$ cat config.mk
export PLATFORM = sky130hd
export DESIGN_NAME = c_subset_tokenizer
export DESIGN_NICKNAME = d
export VERILOG_FILES = /design/src/hdl/cst_pkg.sv /design/src/hdl/cst_front.sv /design/src/hdl/cst_fifo.sv /design/src/hdl/cst_back.sv /design/src/hdl/c_subset_tokenizer.sv
export SDC_FILE = /design/constraint.sdc
export NUM_CORES = 1
export LEC_CHECK = 0
export ABC_AREA = 1
export BUFFER_PORTS_ARGS = -buffer_cell sky130_fd_sc_hd__buf_2
export CORE_UTILIZATION = 52
export CTS_BUF_LIST = sky130_fd_sc_hd__clkbuf_4 sky130_fd_sc_hd__clkbuf_8
export CTS_CLUSTER_DIAMETER = 120
export CTS_CLUSTER_SIZE = 24
export DETAILED_ROUTE_END_ITERATION = 8
export GPL_TIMING_DRIVEN = 0
export PLACE_DENSITY = 0.81
export RECOVER_POWER = 50
export SLEW_MARGIN = 15
export SYNTH_ARGS = -nofsm -noshare
export SYNTH_HDL_FRONTEND = slang
export SYNTH_HIERARCHICAL = 1
export SYNTH_SLANG_ARGS = --single-unit
$ cat constraint.sdc
create_clock -name i_clk -period 5 [get_ports i_clk]
set_input_delay 0.5 -clock i_clk [delete_from_list [all_inputs] [get_ports i_clk]]
set_output_delay 0.5 -clock i_clk [all_outputs]
set_load 0.005 [all_outputs]
$ cat src/hdl/cst_pkg.sv
package cst_pkg;

    localparam int OFFSET_BITS = 32;
    localparam int LENGTH_BITS = 16;
    localparam int QUEUE_DEPTH = 4;
    localparam int QPTR_BITS   = $clog2(QUEUE_DEPTH);

    typedef logic [OFFSET_BITS-1:0] t_off;
    typedef logic [LENGTH_BITS-1:0] t_len;
    typedef logic [3:0]             t_tok;

    // Input item kinds.
    localparam logic [1:0] KIND_CHAR  = 2'd0;
    localparam logic [1:0] KIND_END   = 2'd1;
    localparam logic [1:0] KIND_ERROR = 2'd2;

    // Token kinds.
    localparam t_tok TK_LPAREN  = 4'd0;
    localparam t_tok TK_RPAREN  = 4'd1;
    localparam t_tok TK_LBRACE  = 4'd2;
    localparam t_tok TK_RBRACE  = 4'd3;
    localparam t_tok TK_SEMI    = 4'd4;
    localparam t_tok TK_IDENT   = 4'd5;
    localparam t_tok TK_CONST   = 4'd6;
    localparam t_tok TK_INT     = 4'd7;
    localparam t_tok TK_VOID    = 4'd8;
    localparam t_tok TK_RETURN  = 4'd9;
    localparam t_tok TK_UNKNOWN = 4'd10;
    localparam t_tok TK_END     = 4'd11;
    localparam t_tok TK_ERROR   = 4'd12;

    // Word modes.
    localparam logic [1:0] WM_NONE   = 2'd0;
    localparam logic [1:0] WM_UNDER  = 2'd1;
    localparam logic [1:0] WM_LETTER = 2'd2;
    localparam logic [1:0] WM_DIGIT  = 2'd3;

    localparam int NUM_KW = 3;
    localparam logic [2:0] KW_LEN  [NUM_KW] = '{3'd3, 3'd4, 3'd6};
    localparam t_tok       KW_KIND [NUM_KW] = '{TK_INT, TK_VOID, TK_RETURN};

    localparam int TDATA_BITS = ((4 + OFFSET_BITS + LENGTH_BITS + 7) / 8) * 8;

    typedef struct packed {
        t_tok kind;
        t_off start;
        t_len len;
    } t_rec;

    // One queue entry: an optional word record followed by an optional
    // record for the item itself.
    typedef struct packed {
        logic has_word;
        t_rec word;
        logic has_tok;
        t_rec tok;
    } t_entry;

    function automatic logic [7:0] kw_char(input int k, input logic [2:0] pos);
        logic [7:0] c;
        c = 8'h00;
        case (k)
            0: begin
                case (pos)
                    3'd0: c = "i";
                    3'd1: c = "n";
                    3'd2: c = "t";
                    default: c = 8'h00;
                endcase
            end
            1: begin
                case (pos)
                    3'd0: c = "v";
                    3'd1: c = "o";
                    3'd2: c = "i";
                    3'd3: c = "d";
                    default: c = 8'h00;
                endcase
            end
            default: begin
                case (pos)
                    3'd0: c = "r";
                    3'd1: c = "e";
                    3'd2: c = "t";
                    3'd3: c = "u";
                    3'd4: c = "r";
                    3'd5: c = "n";
                    default: c = 8'h00;
                endcase
            end
        endcase
        return c;
    endfunction

    function automatic logic is_digit(input logic [7:0] c);
        return (c >= "0") && (c <= "9");
    endfunction

    function automatic logic is_letter(input logic [7:0] c);
        return ((c >= "a") && (c <= "z")) || ((c >= "A") && (c <= "Z"));
    endfunction

    function automatic logic is_word(input logic [7:0] c);
        return is_digit(c) || is_letter(c) || (c == "_");
    endfunction

    function automatic logic is_space(input logic [7:0] c);
        return (c == 8'h20) || (c == 8'h09) || (c == 8'h0A) || (c == 8'h0D) ||
               (c == 8'h0B) || (c == 8'h0C);
    endfunction

    // Keyword candidates that survive appending c at position pos.
    function automatic logic [NUM_KW-1:0] match_next(input logic [NUM_KW-1:0] bits,
                                                     input t_len pos,
                                                     input logic [7:0] c);
        logic [NUM_KW-1:0] res;
        res = '0;
        for (int k = 0; k < NUM_KW; k++) begin
            if (bits[k] && (pos < t_len'(KW_LEN[k])) && (kw_char(k, pos[2:0]) == c)) begin
                res[k] = 1'b1;
            end
        end
        return res;
    endfunction

endpackage

$ cat src/hdl/cst_front.sv
module cst_front (
    input  logic            i_clk,
    input  logic            i_rst_n,
    input  logic            i_valid,
    input  logic            i_ready,
    input  logic [1:0]      i_kind,
    input  logic [7:0]      i_char,
    output logic            o_push,
    output cst_pkg::t_entry o_entry
);
    import cst_pkg::*;

    logic [1:0]        r_mode,   n_mode;
    t_off              r_start,  n_start;
    t_len              r_len,    n_len;
    logic [NUM_KW-1:0] r_match,  n_match;
    logic              r_digits, n_digits;
    t_off              r_offset, n_offset;

    t_entry ent;
    t_tok   word_kind;
    logic   accept;

    assign accept = i_valid && i_ready;

    // Kind of the pending word if it were closed now.
    always_comb begin
        word_kind = TK_IDENT;
        if (r_mode == WM_LETTER) begin
            for (int k = 0; k < NUM_KW; k++) begin
                if (r_match[k] && (r_len == t_len'(KW_LEN[k]))) begin
                    word_kind = KW_KIND[k];
                end
            end
        end else if (r_mode == WM_DIGIT) begin
            word_kind = r_digits ? TK_CONST : TK_UNKNOWN;
        end
    end

    always_comb begin
        n_mode   = r_mode;
        n_start  = r_start;
        n_len    = r_len;
        n_match  = r_match;
        n_digits = r_digits;
        n_offset = r_offset;
        ent      = '0;
        ent.word = '{kind: word_kind, start: r_start, len: r_len};
        if (accept) begin
            case (i_kind) inside
                KIND_END, KIND_ERROR: begin
                    ent.has_word = (r_mode != WM_NONE);
                    ent.has_tok  = 1'b1;
                    ent.tok      = '{kind: (i_kind == KIND_END) ? TK_END : TK_ERROR,
                                     start: r_offset, len: '0};
                    n_mode   = WM_NONE;
                    n_start  = '0;
                    n_len    = '0;
                    n_match  = '0;
                    n_digits = 1'b1;
                    n_offset = '0;
                end
                KIND_CHAR: begin
                    n_offset = r_offset + t_off'(1);
                    if ((r_mode != WM_NONE) && is_word(i_char)) begin
                        n_match = match_next(r_match, r_len, i_char);
                        if (!is_digit(i_char)) begin
                            n_digits = 1'b0;
                        end
                        if (r_len != '1) begin
                            n_len = r_len + t_len'(1);
                        end
                    end else begin
                        ent.has_word = (r_mode != WM_NONE);
                        n_mode   = WM_NONE;
                        n_start  = '0;
                        n_len    = '0;
                        n_match  = '0;
                        n_digits = 1'b1;
                        if (is_word(i_char)) begin
                            n_start = r_offset;
                            n_len   = t_len'(1);
                            if (i_char == "_") begin
                                n_mode = WM_UNDER;
                            end else if (is_letter(i_char)) begin
                                n_mode  = WM_LETTER;
                                n_match = match_next('1, '0, i_char);
                            end else begin
                                n_mode = WM_DIGIT;
                            end
                        end else if (!is_space(i_char)) begin
                            ent.has_tok   = 1'b1;
                            ent.tok.start = r_offset;
                            ent.tok.len   = t_len'(1);
                            case (i_char)
                                "(":     ent.tok.kind = TK_LPAREN;
                                ")":     ent.tok.kind = TK_RPAREN;
                                "{":     ent.tok.kind = TK_LBRACE;
                                "}":     ent.tok.kind = TK_RBRACE;
                                ";":     ent.tok.kind = TK_SEMI;
                                default: ent.tok.kind = TK_UNKNOWN;
                            endcase
                        end
                    end
                end
                default: begin
                end
            endcase
        end
    end

    assign o_push  = accept && (ent.has_word || ent.has_tok);
    assign o_entry = ent;

    always_ff @(posedge i_clk) begin
        if (!i_rst_n) begin
            r_mode   <= WM_NONE;
            r_start  <= '0;
            r_len    <= '0;
            r_match  <= '0;
            r_digits <= 1'b1;
            r_offset <= '0;
        end else begin
            r_mode   <= n_mode;
            r_start  <= n_start;
            r_len    <= n_len;
            r_match  <= n_match;
            r_digits <= n_digits;
            r_offset <= n_offset;
        end
    end

endmodule

$ cat src/hdl/cst_fifo.sv
module cst_fifo (
    input  logic            i_clk,
    input  logic            i_rst_n,
    input  logic            i_push,
    input  cst_pkg::t_entry i_entry,
    input  logic            i_pop,
    output logic            o_full,
    output logic            o_empty,
    output cst_pkg::t_entry o_head
);
    import cst_pkg::*;

    t_entry               r_mem [QUEUE_DEPTH];
    logic [QPTR_BITS-1:0] r_wr, n_wr;
    logic [QPTR_BITS-1:0] r_rd, n_rd;
    logic [QPTR_BITS:0]   r_count, n_count;

    assign o_full  = (r_count == (QPTR_BITS + 1)'(QUEUE_DEPTH));
    assign o_empty = (r_count == '0);
    assign o_head  = r_mem[r_rd];

    always_comb begin
        n_wr    = r_wr;
        n_rd    = r_rd;
        n_count = r_count;
        if (i_push) begin
            n_wr = r_wr + QPTR_BITS'(1);
        end
        if (i_pop) begin
            n_rd = r_rd + QPTR_BITS'(1);
        end
        if (i_push && !i_pop) begin
            n_count = r_count + (QPTR_BITS + 1)'(1);
        end else if (!i_push && i_pop) begin
            n_count = r_count - (QPTR_BITS + 1)'(1);
        end
    end

    always_ff @(posedge i_clk) begin
        if (i_push) begin
            r_mem[r_wr] <= i_entry;
        end
    end

    always_ff @(posedge i_clk) begin
        if (!i_rst_n) begin
            r_wr    <= '0;
            r_rd    <= '0;
            r_count <= '0;
        end else begin
            r_wr    <= n_wr;
            r_rd    <= n_rd;
            r_count <= n_count;
        end
    end

endmodule

$ cat src/hdl/cst_back.sv
module cst_back (
    input  logic            i_clk,
    input  logic            i_rst_n,
    input  logic            i_empty,
    input  cst_pkg::t_entry i_head,
    input  logic            i_ready,
    output logic            o_valid,
    output cst_pkg::t_rec   o_rec,
    output logic            o_last,
    output logic            o_pop
);
    import cst_pkg::*;

    // Set once the word record of the head entry has gone out.
    logic r_phase, n_phase;
    logic show_word;
    logic fire;

    assign show_word = i_head.has_word && !r_phase;
    assign o_valid   = !i_empty;
    assign o_rec     = show_word ? i_head.word : i_head.tok;
    assign o_last    = !(show_word && i_head.has_tok);
    assign fire      = o_valid && i_ready;
    assign o_pop     = fire && o_last;

    always_comb begin
        n_phase = r_phase;
        if (o_pop) begin
            n_phase = 1'b0;
        end else if (fire) begin
            n_phase = 1'b1;
        end
    end

    always_ff @(posedge i_clk) begin
        if (!i_rst_n) begin
            r_phase <= 1'b0;
        end else begin
            r_phase <= n_phase;
        end
    end

endmodule

$ cat src/hdl/c_subset_tokenizer.sv
// Byte-serial tokenizer for a small C subset. Each input item is a source
// byte (tuser kind character) or an end-of-stream or read-error marker; each
// output item is a token record giving its kind, the offset of its first byte
// within the stream and its length in bytes, with tlast set on the final
// record caused by an input item. The block takes one input item per cycle.
// A byte that closes a pending word and is itself a token, and every end or
// error marker that closes a word, gives two records, which leave one by one;
// a four-entry queue between the classifying front and the record-issuing
// back absorbs such bursts and output stalls, and input is held off only
// while that queue is full. Each record is registered in the queue, behind
// any waiting records, before it reaches the output. After an end or error
// marker the offset restarts at zero, so a fresh stream may follow at once.
module c_subset_tokenizer (
    input  logic                           i_clk,
    input  logic                           i_rst_n,
    input  logic                           s_axis_tvalid,
    output logic                           s_axis_tready,
    // [7:0] char_code
    input  logic [7:0]                     s_axis_tdata,
    // [1:0] kind
    input  logic [1:0]                     s_axis_tuser,
    output logic                           m_axis_tvalid,
    input  logic                           m_axis_tready,
    // [3:0] token_kind, [35:4] start_offset, [51:36] token_length, rest zero
    output logic [cst_pkg::TDATA_BITS-1:0] m_axis_tdata,
    output logic                           m_axis_tlast
);
    import cst_pkg::*;

    logic   push;
    logic   pop;
    logic   full;
    logic   empty;
    t_entry entry;
    t_entry head;
    t_rec   rec;

    assign s_axis_tready = !full;

    // The front keeps the word state and turns each taken item that gives a record into a queue entry.
    cst_front u_front (
        .i_clk   (i_clk),
        .i_rst_n (i_rst_n),
        .i_valid (s_axis_tvalid),
        .i_ready (s_axis_tready),
        .i_kind  (s_axis_tuser),
        .i_char  (s_axis_tdata),
        .o_push  (push),
        .o_entry (entry)
    );

    cst_fifo u_fifo (
        .i_clk   (i_clk),
        .i_rst_n (i_rst_n),
        .i_push  (push),
        .i_entry (entry),
        .i_pop   (pop),
        .o_full  (full),
        .o_empty (empty),
        .o_head  (head)
    );

    // The back splits each entry into one or two output records.
    cst_back u_back (
        .i_clk   (i_clk),
        .i_rst_n (i_rst_n),
        .i_empty (empty),
        .i_head  (head),
        .i_ready (m_axis_tready),
        .o_valid (m_axis_tvalid),
        .o_rec   (rec),
        .o_last  (m_axis_tlast),
        .o_pop   (pop)
    );

    assign m_axis_tdata = TDATA_BITS'({rec.len, rec.start, rec.kind});

    // An end marker always leaves a record waiting in the next cycle.
    a_end_gives_record: assert property (@(posedge i_clk) disable iff (!i_rst_n)
        (s_axis_tvalid && s_axis_tready && (s_axis_tuser == KIND_END)) |=> m_axis_tvalid)
        else $error("end marker produced no record");

    // Only a word record can be followed by another record of the same item.
    a_non_last_is_word: assert property (@(posedge i_clk) disable iff (!i_rst_n)
        (m_axis_tvalid && !m_axis_tlast) |->
        ((m_axis_tdata[3:0] >= TK_IDENT) && (m_axis_tdata[3:0] <= TK_UNKNOWN)))
        else $error("non-final record is not a word");

    // End and error records always close their item.
    a_end_is_last: assert property (@(posedge i_clk) disable iff (!i_rst_n)
        (m_axis_tvalid && ((m_axis_tdata[3:0] == TK_END) ||
                           (m_axis_tdata[3:0] == TK_ERROR))) |-> m_axis_tlast)
        else $error("end or error record without tlast");

endmodule
==> summary.txt, run 1 <==
Status
  – Status: finished, final reports clean

Power and ir drop
  – P_leak: 8.99 nW
  – Power per standard cell area: between 400 and 500 nW/µm²
  – Power Total: ~10 mW
  – Peak VDD IR: 205 µV

Route
  – Vias per cell: about 5.8
  – Number of remaining DRC errors: 0
  – 1st-iter DRT viols: 1,978
  – DR WL/cell: 19.9 µm
  – Routed Wire Length: between 50,000 and 60,000 µm
  – Routed Antenna Nets: 0
  – Pre-antenna DRT Iters: 6
  – Via count: 16,836

Setup path
  – R2R depth: 19
  – Critical path type: flip-flop to output pin
  – Critical path endpoint category: output pin
  – Worst-path fanout max: 10
  – R2R setup slack: 1.46 ns
  – CP required: 4.50 ns
  – Setup crit start kind: flip-flop
  – WP data arrival: around 3.5 ns
  – Worst r2r dst: u_fifo/r_count[2]$_SDFFE_PN0P_

CTS
  – H-tree levels: 1
  – Worst skew pair latency: 0.64 ns
  – Postcts setup bufs: 0
  – CTS tree: done
  – CTS Sinks: 520
  – Max clock buf depth: 3
  – Post-CTS Hold Fix Bufs: 0
  – CTS Buf Count: 25
  – Root buf cell: clkbuf_8
  – Cts repair resizes: 0
  – Reg clk slew, reported paths: 0.14 ns

Floorplan
  – DIE WIDTH: about 210 µm
  – # rows: 75
  – Die extent in y: 210 µm
  – Starting Density: 0.532
  – Io pins: 73
  – Core Box Area: 42,400 µm²
  – Die ar.: between 40,000 and 50,000 µm²

STA
  – Worst-Margin Slew: 1.15 ns
  – Slew headroom: 0.229
  – Tcrit/Tclk final: 0.795
  – Hold slack: 0.229 ns
  – Final Max Slew Viols: 0
  – Final Hold Viols: 0
  – Final setup fails: 0
  – Clock Skews: 0.0325 ns
  – Tmin final: 3.97 ns
  – RSZ-0062 raised after global routing: no
  – Maximum clock frequency: 0.252 GHz

Global route
  – Initial antenna violation count: 3
  – GR Util met2: 0.436
  – Vias in the first global route: 16,110
  – Met1 Usage GRT: 0.349
  – First-pass GRT wire length: 88,100 µm
  – GRT Overall Usage: 0.257
  – Routing usage on met3: 0.0286
  – Gr ovfl total: 0
  – Largest net degree at the start of global routing: 57
  – GR peak layer: met2

Synthesis
  – Area contributors post-synth: edfxtp_1 (56%), dfxtp_1 (8.5%), nand2_1 (6.0%), nor2_1 (5.5%), o21ai_0 (4.0%)
  – Avg Cell Area, Syn: 10.4 µm²
  – Synth Instances: ~2,200
  – Synth Flop Type: edfxtp_1
  – Most frequent cell after synthesis: edfxtp_1
  – Top cells by count, synth: edfxtp_1 (424), nand2_1 (362), nor2_1 (332)
  – EDFF count, synth: 424
  – Yosys Warn Count: 6
  – Library cells used by synthesis: 41
  – Top-area cell type share of the netlist area: 0.564
  – Async set-or-reset flop fraction in the synthesized netlist: 0
  – Sequential share of the synthesized area: 0.649
  – FF+latch count, synth: 520
  – Cell taking the most area after synthesis: edfxtp_1
  – Synthesized cell area: 22,600 µm²

Hold path
  – Hold EP: u_back/r_phase$_SDFFE_PP0P_
  – Min-delay src: m_axis_tready
  – Class of the worst hold path: input pin to flip-flop
  – Hold path depth: 5

Placement
  – Routability cong.: between 0.9 and 1
  – Hpwl dp: roughly 38,000 µm
  – Port Buffers: 65
  – Placed cell count: around 2,800
  – Placed cell area: 23,800 µm²

Finish
  – Nets@finish: 2,320
  – Design area: 24,200 µm²
  – Share of layout cells above drive strength 1: 0.0970
  – Final cell count without fillers: 2,888
  – P&R area growth vs syn: 7.37%

Run
  – Max-cap viol count: 0
-- metal layers --
| layer | wire, µm | vias to the layer above | part of all wire |
|---|---|---|---|
| li1 | - | 7781 | - |
| met1 | 22400 | 8048 | 0.39 |
| met2 | 28100 | 916 | 0.49 |
| met3 | 5430 | 91 | 0.094 |
| met4 | 1530 | 0 | 0.027 |
| met5 | 0 | - | 0 |
-- layout by cell type (no fill, tap or decap), drive strengths merged, types with 2 or more instances in the layout --
master	count
clkbuf	98
diode	2
a21oi	58
and2	2
dfxtp	96
a31oi	2
nand4	27
o21ai	265
nor3	46
nand3	135
nand3b	2
xnor2	2
xor2	15
inv	125
a211oi	2
o22ai	108
buf	150
ha	15
clkinv	2
conb	19
nor2	340
nand2	369
edfxtp	424
or2	2
-- logic make-up after synthesis --
logic type / share of synthesized area
AND/OR/NAND/NOR: 0.171
other: 0.000333
adder cells (fa/ha/maj): 0.00920
XOR/XNOR: 0.00660
AO/OA/AOI/OAI: 0.104
buffers and inverters: 0.0593
flip-flops: 0.649
-- per-stage QoR --
stage | setup TNS [ns] | setup slack, ns | util
detailed placement | 0 | 1.43 | 0.561
CTS | 0 | 1.04 | 0.573
finish | 0 | 1.03 | 0.571
global placement | -551.52 | -1.35 | 0.558
floorplan | 0 | 0.653 | -
global route | 0 | 0.906 | 0.571
-- worst max-delay path by stage --
| stage | slack (ns) | to | depth (start not counted) | from |
|---|---|---|---|---|
| finish | 1.03 | m_axis_tdata[39] | 11 | flip-flop |
| global route | 0.91 | m_axis_tdata[39] | 11 | flip-flop |
| CTS | 1.04 | m_axis_tdata[39] | 11 | flip-flop |
| detailed placement | 1.43 | u_fifo/r_mem[0][23]$_DFFE_PP_ | 14 | s_axis_tdata[4] |
| global placement | -1.35 | u_fifo/r_mem[3][5]$_DFFE_PP_ | 13 | s_axis_tdata[4] |
| floorplan | 0.65 | u_fifo/r_mem[0][0]$_DFFE_PP_ | 13 | s_axis_tdata[3] |
-- report_power, final --
| part | total [mW] | switching (mW) | internal [mW] |
|---|---|---|---|
| clock | 1.84 | 1.22 | 0.622 |
| combinational | 3.34 | 2.26 | 1.08 |
| sequential | 5.09 | 0.112 | 4.98 |
| total | 10.3 | 3.60 | 6.68 |
-- registers in the layout, summed over array words and instances (netlist names), named ones only --
register          count
u_back/r_phase        1
u_fifo/r_count        3
u_fifo/r_mem        424
u_fifo/r_rd           2
u_fifo/r_wr           2
u_front/r_digits      1
u_front/r_len        16
u_front/r_match       3
u_front/r_mode        2
u_front/r_offset     32
u_front/r_start      32
-- area by class of cell --
| class | instances | area [µm²] |
|---|---|---|
| inverter | 126 | 495 |
| tap | 577 | 722 |
| fill | 3569 | 18200 |
| sequential | 520 | 14700 |
| clock buffer | 44 | 487 |
| multi-input combinational | 1413 | 6600 |
| buffer | 135 | 818 |
| antenna | 2 | 5.00 |
| clock inverter | 2 | 16.3 |
| timing repair buffer | 69 | 432 |
-- critical path: stages, from the launching register on --
cell and delay (ns):
dfxtp_1 0.80, buf_6 0.28, inv_4 0.07, clkbuf_1 0.29, o21ai_0 0.28, o22ai_1 0.09
buf_4 0.23, nand2_4 0.27, buf_6 0.20, nand2_1 0.07, nand2_1 0.11, buf_2 0.13
No activity file was read; power rests on OpenSTA's default activity.
==> run 2, diff against run 1 <==
==> constraint.sdc (replaced) <==
create_clock -name i_clk -period 3.9 [get_ports i_clk]
set_input_delay 0.39 -clock i_clk [delete_from_list [all_inputs] [get_ports i_clk]]
set_output_delay 0.39 -clock i_clk [all_outputs]
set_load 0.005 [all_outputs]
==> run 2 against run 1 <==
Routed wire length rose by 1.5%. First-iteration DRC count rose by 5.0%. Non-clock buffer count rose by 9. Final cell count rose by 0.24%. Worst hold slack got worse by 0.15 ns. Clock power rose by 27%. Die area did not move. Combinational power rose by 30%. Register-to-register slack got worse by 0.94 ns. Sequential cell count did not move.
==> summary.txt, run 2 (synthesis gave the netlist of run 1 again) <==
Floorplan
  – Io pins: 73
  – # rows: 75
  – Die ar.: 44,200 µm²
  – Core Box Area: 42,400 µm²
  – Die extent in y: 210 µm
  – Starting Density: 0.532
  – DIE WIDTH: 210 µm

Global route
  – Largest net degree at the start of global routing: 31
  – First-pass GRT wire length: ~90,000 µm
  – Vias in the first global route: 16,055
  – GRT Overall Usage: 0.259
  – Gr ovfl total: 0
  – Initial antenna violation count: 0

Hold path
  – Hold EP: u_back/r_phase$_SDFFE_PP0P_
  – Hold path depth: 5
  – Class of the worst hold path: input pin to flip-flop
  – Min-delay src: m_axis_tready

Placement
  – Hpwl dp: roughly 39,000 µm
  – Routability cong.: 0.935
  – Port Buffers: 65

Finish
  – Nets@finish: 2,329
  – Max reg flops: 424
  – Regs by FF count: u_fifo/r_mem (424), u_front/r_offset (32), u_front/r_start (32)
  – Commonest non-fill, non-tap cell in the layout: edfxtp_1
  – Biggest register: u_fifo/r_mem
  – P&R area growth vs syn: 7.97%
  – Share of layout cells above drive strength 1: 0.101
  – Commonest cells after routing, fill and taps aside: edfxtp_1 (424), nand2_1 (366), nor2_1 (335)

Power and ir drop
  – P_leak: roughly 9 nW
  – Peak VDD IR: 241 µV
  – Power per standard cell area: 542 nW/µm²
  – Power Total: 13.2 mW

Setup path
  – Worst-path fanout max: 10
  – WP data arrival: 3.35 ns
  – Worst r2r dst: u_fifo/r_mem[2][82]$_DFFE_PP_
  – Setup crit start kind: flip-flop
  – R2R setup slack: 0.52 ns
  – CP required: 3.51 ns
  – CP max stage cell: dfxtp_1
  – FF-to-FF Start: u_fifo/r_count[2]$_SDFFE_PN0P_
  – R2R depth: 13
  – Worst path cell trace: inv_2 > buf_6 > o21ai_0 > o22ai_1 > buf_4 > nand2_4 > buf_6 > nand2_1 > nand2_1 > buf_2
  – Critical path type: flip-flop to output pin
  – CP max stage delay: roughly 0.9 ns
  – Critical path endpoint category: output pin

CTS
  – Max clock buf depth: 3
  – Reg clk slew, reported paths: 0.14 ns
  – CTS Sinks: 520
  – Postcts setup bufs: 0
  – CTS tree: done
  – Post-CTS Hold Fix Bufs: 0
  – CTS Buf Count: 25
  – Root buf cell: clkbuf_8
  – Worst skew pair latency: 0.62 ns
  – H-tree levels: 1
  – Cts repair resizes: 0

STA
  – Final setup fails: 0
  – Maximum clock frequency: 0.267 GHz
  – Final Max Slew Viols: 0
  – Final Hold Viols: 0
  – Clock Skews: roughly 0.025 ns
  – RSZ-0062 raised after global routing: no
  – Tcrit/Tclk final: 0.959
  – Worst-Margin Slew: 1.17 ns
  – Slew headroom: 0.215
  – Hold slack: roughly 0.081 ns
  – Tmin final: 3.74 ns

Route
  – DR WL/cell: 20.2 µm
  – 1st-iter DRT viols: 2,076
  – Number of remaining DRC errors: 0
  – Vias per cell: 5.86
  – Routed Wire Length: between 50,000 and 60,000 µm
  – Via count: 16,968
  – Pre-antenna DRT Iters: 5
  – Routed Antenna Nets: 0

Run
  – Max-cap viol count: 0

Status
  – Status: finished, final reports clean
run 2: cell count changes in the layout (fill, tap and decap cells not counted), moves of 2 or more:
cell / previous run / this run
buf_12: 0 / 13
buf_16: 4 / 0
clkinvlp_4: 1 / 3
inv_6: 5 / 1
run 2: how the worst max path moves through the flow:
stage | endpoint | slack (ns) | cells past startpoint
final | m_axis_tdata[36] | 0.16 | 10
after global routing | u_fifo/r_mem[2][82]$_DFFE_PP_ | 0.08 | 16
after CTS | m_axis_tdata[12] | 0.04 | 11
after detailed placement | u_fifo/r_mem[3][9]$_DFFE_PP_ | 0.03 | 16
after global placement | u_fifo/r_mem[3][74]$_DFFE_PP_ | -1.59 | 14
after floorplan | u_fifo/r_mem[0][0]$_DFFE_PP_ | 0.24 | 13
run 2: area by class of cell:
cell class / instances / area [µm²]
antenna: 1 / 2.50
timing repair buffer: 78 / 581
inverter: 126 / 488
clock buffer: 44 / 487
tap: 577 / 722
clock inverter: 1 / 8.76
sequential: 520 / 14700
buffer: 135 / 826
multi-input combinational: 1413 / 6600
fill: 3594 / 18000
run 2: stage by stage:
stage	setup WS, ns	util	instances	setup TNS, ns	instance area, µm²
after floorplan	0.241	-	2194	0	22600
after global placement	-1.59	0.559	2836	-660.71	23700
after detailed placement	0.0317	0.565	2849	0	24000
after CTS	0.0387	0.576	2894	0	24400
after global routing	0.0799	0.574	2894	0	24400
final	0.160	0.574	2895	0	24400
run 2: power breakdown:
part           total, mW  internal, mW  switching (mW)
combinational       4.33          1.41            2.92
clock               2.34         0.795            1.55
sequential          6.52          6.38           0.142
total               13.2          8.59            4.61
run 2: critical path, delay by kind of cell, from the launching register on:
kind / cells / cell delay [ns]
AOI/OAI and AO/OA: 2 / 0.18
DFF: 1 / 0.88
buffers and inverters: 5 / 1.17
and+or+nand+nor: 3 / 0.48
run 2: per-layer routing:
metal	part of all wire	vias to the layer above	wire length, µm	GRT usage
met4	0.035	0	2040	0.0878
li1	-	7781	-	-
met1	0.40	8213	23500	0.353
met2	0.48	865	27800	0.431
met5	0	-	0	0
met3	0.085	109	4950	0.0314
==> run 3, diff against run 2 <==
--- a/config.mk
+++ b/config.mk
@@ -7,6 +7,7 @@
 export LEC_CHECK = 0
 export ABC_AREA = 1
 export BUFFER_PORTS_ARGS = -buffer_cell sky130_fd_sc_hd__buf_2
+export CORE_MARGIN = 1.5
 export CORE_UTILIZATION = 52
 export CTS_BUF_LIST = sky130_fd_sc_hd__clkbuf_4 sky130_fd_sc_hd__clkbuf_8
 export CTS_CLUSTER_DIAMETER = 120
@@ -14,7 +15,6 @@
 export DETAILED_ROUTE_END_ITERATION = 8
 export GPL_TIMING_DRIVEN = 0
 export PLACE_DENSITY = 0.81
-export RECOVER_POWER = 50
 export SLEW_MARGIN = 15
 export SYNTH_ARGS = -nofsm -noshare
 export SYNTH_HDL_FRONTEND = slang
==> run 3 against run 2 <==
Sequential cell count unchanged. Largest cell class unchanged. Clock power about the same. Worst hold slack improved by 0.00099 ns. Power increased by 0.29%. Routed wire length decreased by 0.19%. Highest routed layer unchanged. First-iteration DRC count decreased by 3.5%. Utilization decreased by 0.57 points. Largest power group unchanged.
==> summary.txt, run 3 (synthesis gave the netlist of run 1 again) <==
Finish
  – Commonest cells after routing, fill and taps aside: edfxtp_1 (424), nand2_1 (362), nor2_1 (332)
  – P&R area growth vs syn: 8.32%
  – Max reg flops: approximately 420
  – Design area: 24,400 µm²
  – Biggest register: u_fifo/r_mem
  – Commonest non-fill, non-tap cell in the layout: edfxtp_1
  – Nets@finish: 2,329
  – Regs by FF count: u_fifo/r_mem (424), u_front/r_offset (32), u_front/r_start (32)
  – Antenna cell count: 0
  – Share of layout cells above drive strength 1: 0.109

Route
  – Number of remaining DRC errors: 0
  – Pre-antenna DRT Iters: 6
  – 1st-iter DRT viols: 2,004
  – Routed Antenna Nets: 0
  – DR WL/cell: 20.1 µm
  – Routed Wire Length: a little under 60,000 µm
  – Via count: 16,922
  – Vias per cell: 5.84

CTS
  – Max clock buf depth: 3
  – CTS Buf Count: 25
  – Post-CTS Hold Fix Bufs: 0
  – Postcts setup bufs: 0
  – Worst skew pair latency: ~0.63 ns
  – CTS tree: done
  – CTS Sinks: 520
  – H-tree levels: 1
  – Root buf cell: clkbuf_8
  – Reg clk slew, reported paths: 0.13 ns
  – Cts repair resizes: 0

Power and ir drop
  – Peak VDD IR: between 200 and 300 µV
  – Power per standard cell area: approximately 540 nW/µm²
  – Power Total: 13.2 mW
  – P_leak: 9.06 nW

Setup path
  – CP required: 3.51 ns
  – Setup crit start kind: flip-flop
  – CP max stage delay: 0.99 ns
  – WP buf/inv: 5
  – R2R depth: 14
  – CP max stage cell: dfxtp_1
  – WP data arrival: 3.47 ns
  – Cell family with most CP delay: buffers and inverters
  – R2R setup slack: around 0.43 ns
  – Worst path cell trace: inv_2 > buf_6 > o21ai_0 > o22ai_1 > buf_4 > nand2_4 > buf_6 > nand2_1 > nand2_1 > buf_2
  – Critical path type: flip-flop to output pin
  – Crit. path cell count: 10
  – Critical path endpoint category: output pin
  – Worst r2r dst: u_fifo/r_count[1]$_SDFFE_PN0P_
  – Worst-path fanout max: 10

Floorplan
  – Die ar.: 44,700 µm²
  – Die extent in y: 211 µm
  – Core Box Area: approximately 43,000 µm²
  – Io pins: 73
  – DIE WIDTH: 211 µm
  – # rows: 76
  – Starting Density: 0.525

STA
  – Slew headroom: 0.237
  – Tcrit/Tclk final: 0.988
  – Final setup fails: 0
  – Worst-Margin Slew: about 1.1 ns
  – Maximum clock frequency: around 0.26 GHz
  – Worst setup margin: between 0.04 and 0.05 ns
  – RSZ-0062 raised after global routing: no
  – Clock Skews: about 0.020 ns
  – Final Max Slew Viols: 0
  – Final Hold Viols: 0
  – Tmin final: 3.86 ns

Global route
  – Gr ovfl total: 0
  – First-pass GRT wire length: 88,900 µm
  – Vias in the first global route: 15,983
  – GRT Overall Usage: 0.257
  – Initial antenna violation count: 0
  – Largest net degree at the start of global routing: 32

Hold path
  – Hold EP: u_back/r_phase$_SDFFE_PP0P_
  – Class of the worst hold path: input pin to flip-flop
  – Hold path depth: 5
  – Min-delay src: m_axis_tready

Run
  – Max-cap viol count: 0

Placement
  – Placed cell area: roughly 24,000 µm²
  – Port Buffers: 65
  – Hpwl dp: 39,100 µm
  – Routability cong.: 0.934
  – Place WS: 0.0804 ns

Status
  – Status: finished, final reports clean
run 3: cell types whose count changed in the layout (fill, tap and decap cells not counted), sizes merged:
cell | before | now
buf | 159 | 171
clkbuf | 98 | 84
diode | 1 | 0
run 3: worst reg2reg max path: stages, from the launching register on:
cell     delay, ns
dfxtp_1       0.99
inv_2         0.38
buf_6         0.29
o21ai_0       0.09
o22ai_1       0.09
buf_4         0.23
nand3_1       0.16
nand2_1       0.07
inv_1         0.11
inv_1         0.06
ha_1          0.19
inv_1         0.09
fa_1          0.42
o21ai_0       0.18
nor2_1        0.05
run 3: routing by layer:
layer,vias up,global-route usage,part of all wire
met3,107,0.0246,0.079
li1,7778,-,-
met4,0,0.0837,0.033
met2,828,0.427,0.48
met5,-,0,0
met1,8209,0.359,0.41
run 3: how the worst max path moves through the flow:
stage                                               end  slack [ns]
final                                  m_axis_tdata[25]        0.04
after global routing                   m_axis_tdata[37]        0.05
after CTS                              m_axis_tdata[38]        0.11
after detailed placement  u_fifo/r_mem[3][76]$_DFFE_PP_        0.08
after global placement    u_fifo/r_mem[0][76]$_DFFE_PP_       -1.61
after floorplan            u_fifo/r_mem[0][0]$_DFFE_PP_        0.24
run 3: final cells by class:
cell class | count | area, µm²
timing repair buffer | 78 | 586
multi-input combinational | 1413 | 6640
clock buffer | 42 | 472
sequential | 520 | 14700
clock inverter | 1 | 8.76
inverter | 126 | 490
tap | 585 | 732
buffer | 135 | 862
fill | 3580 | 18500
run 3: where the power goes:
part	internal (mW)	switching [mW]	total (mW)
Combinational	1.45	2.94	4.39
Sequential	6.38	0.142	6.52
Clock	0.772	1.56	2.33
run 3: through the flow:
| step | utilization | hold slack [ns] | TNS [ns] | cells |
|---|---|---|---|---|
| 5_1_grt | 0.569 | 0.119 | 0 | 2900 |
| 2_1_floorplan | - | 0.412 | 0 | 2194 |
| 3_5_place_dp | 0.558 | 0.441 | 0 | 2857 |
| 6_report | 0.569 | 0.0822 | 0 | 2900 |
| 3_3_place_gp | 0.551 | 0.423 | -658.99 | 2844 |
| 4_1_cts | 0.569 | 0.0498 | 0 | 2900 |
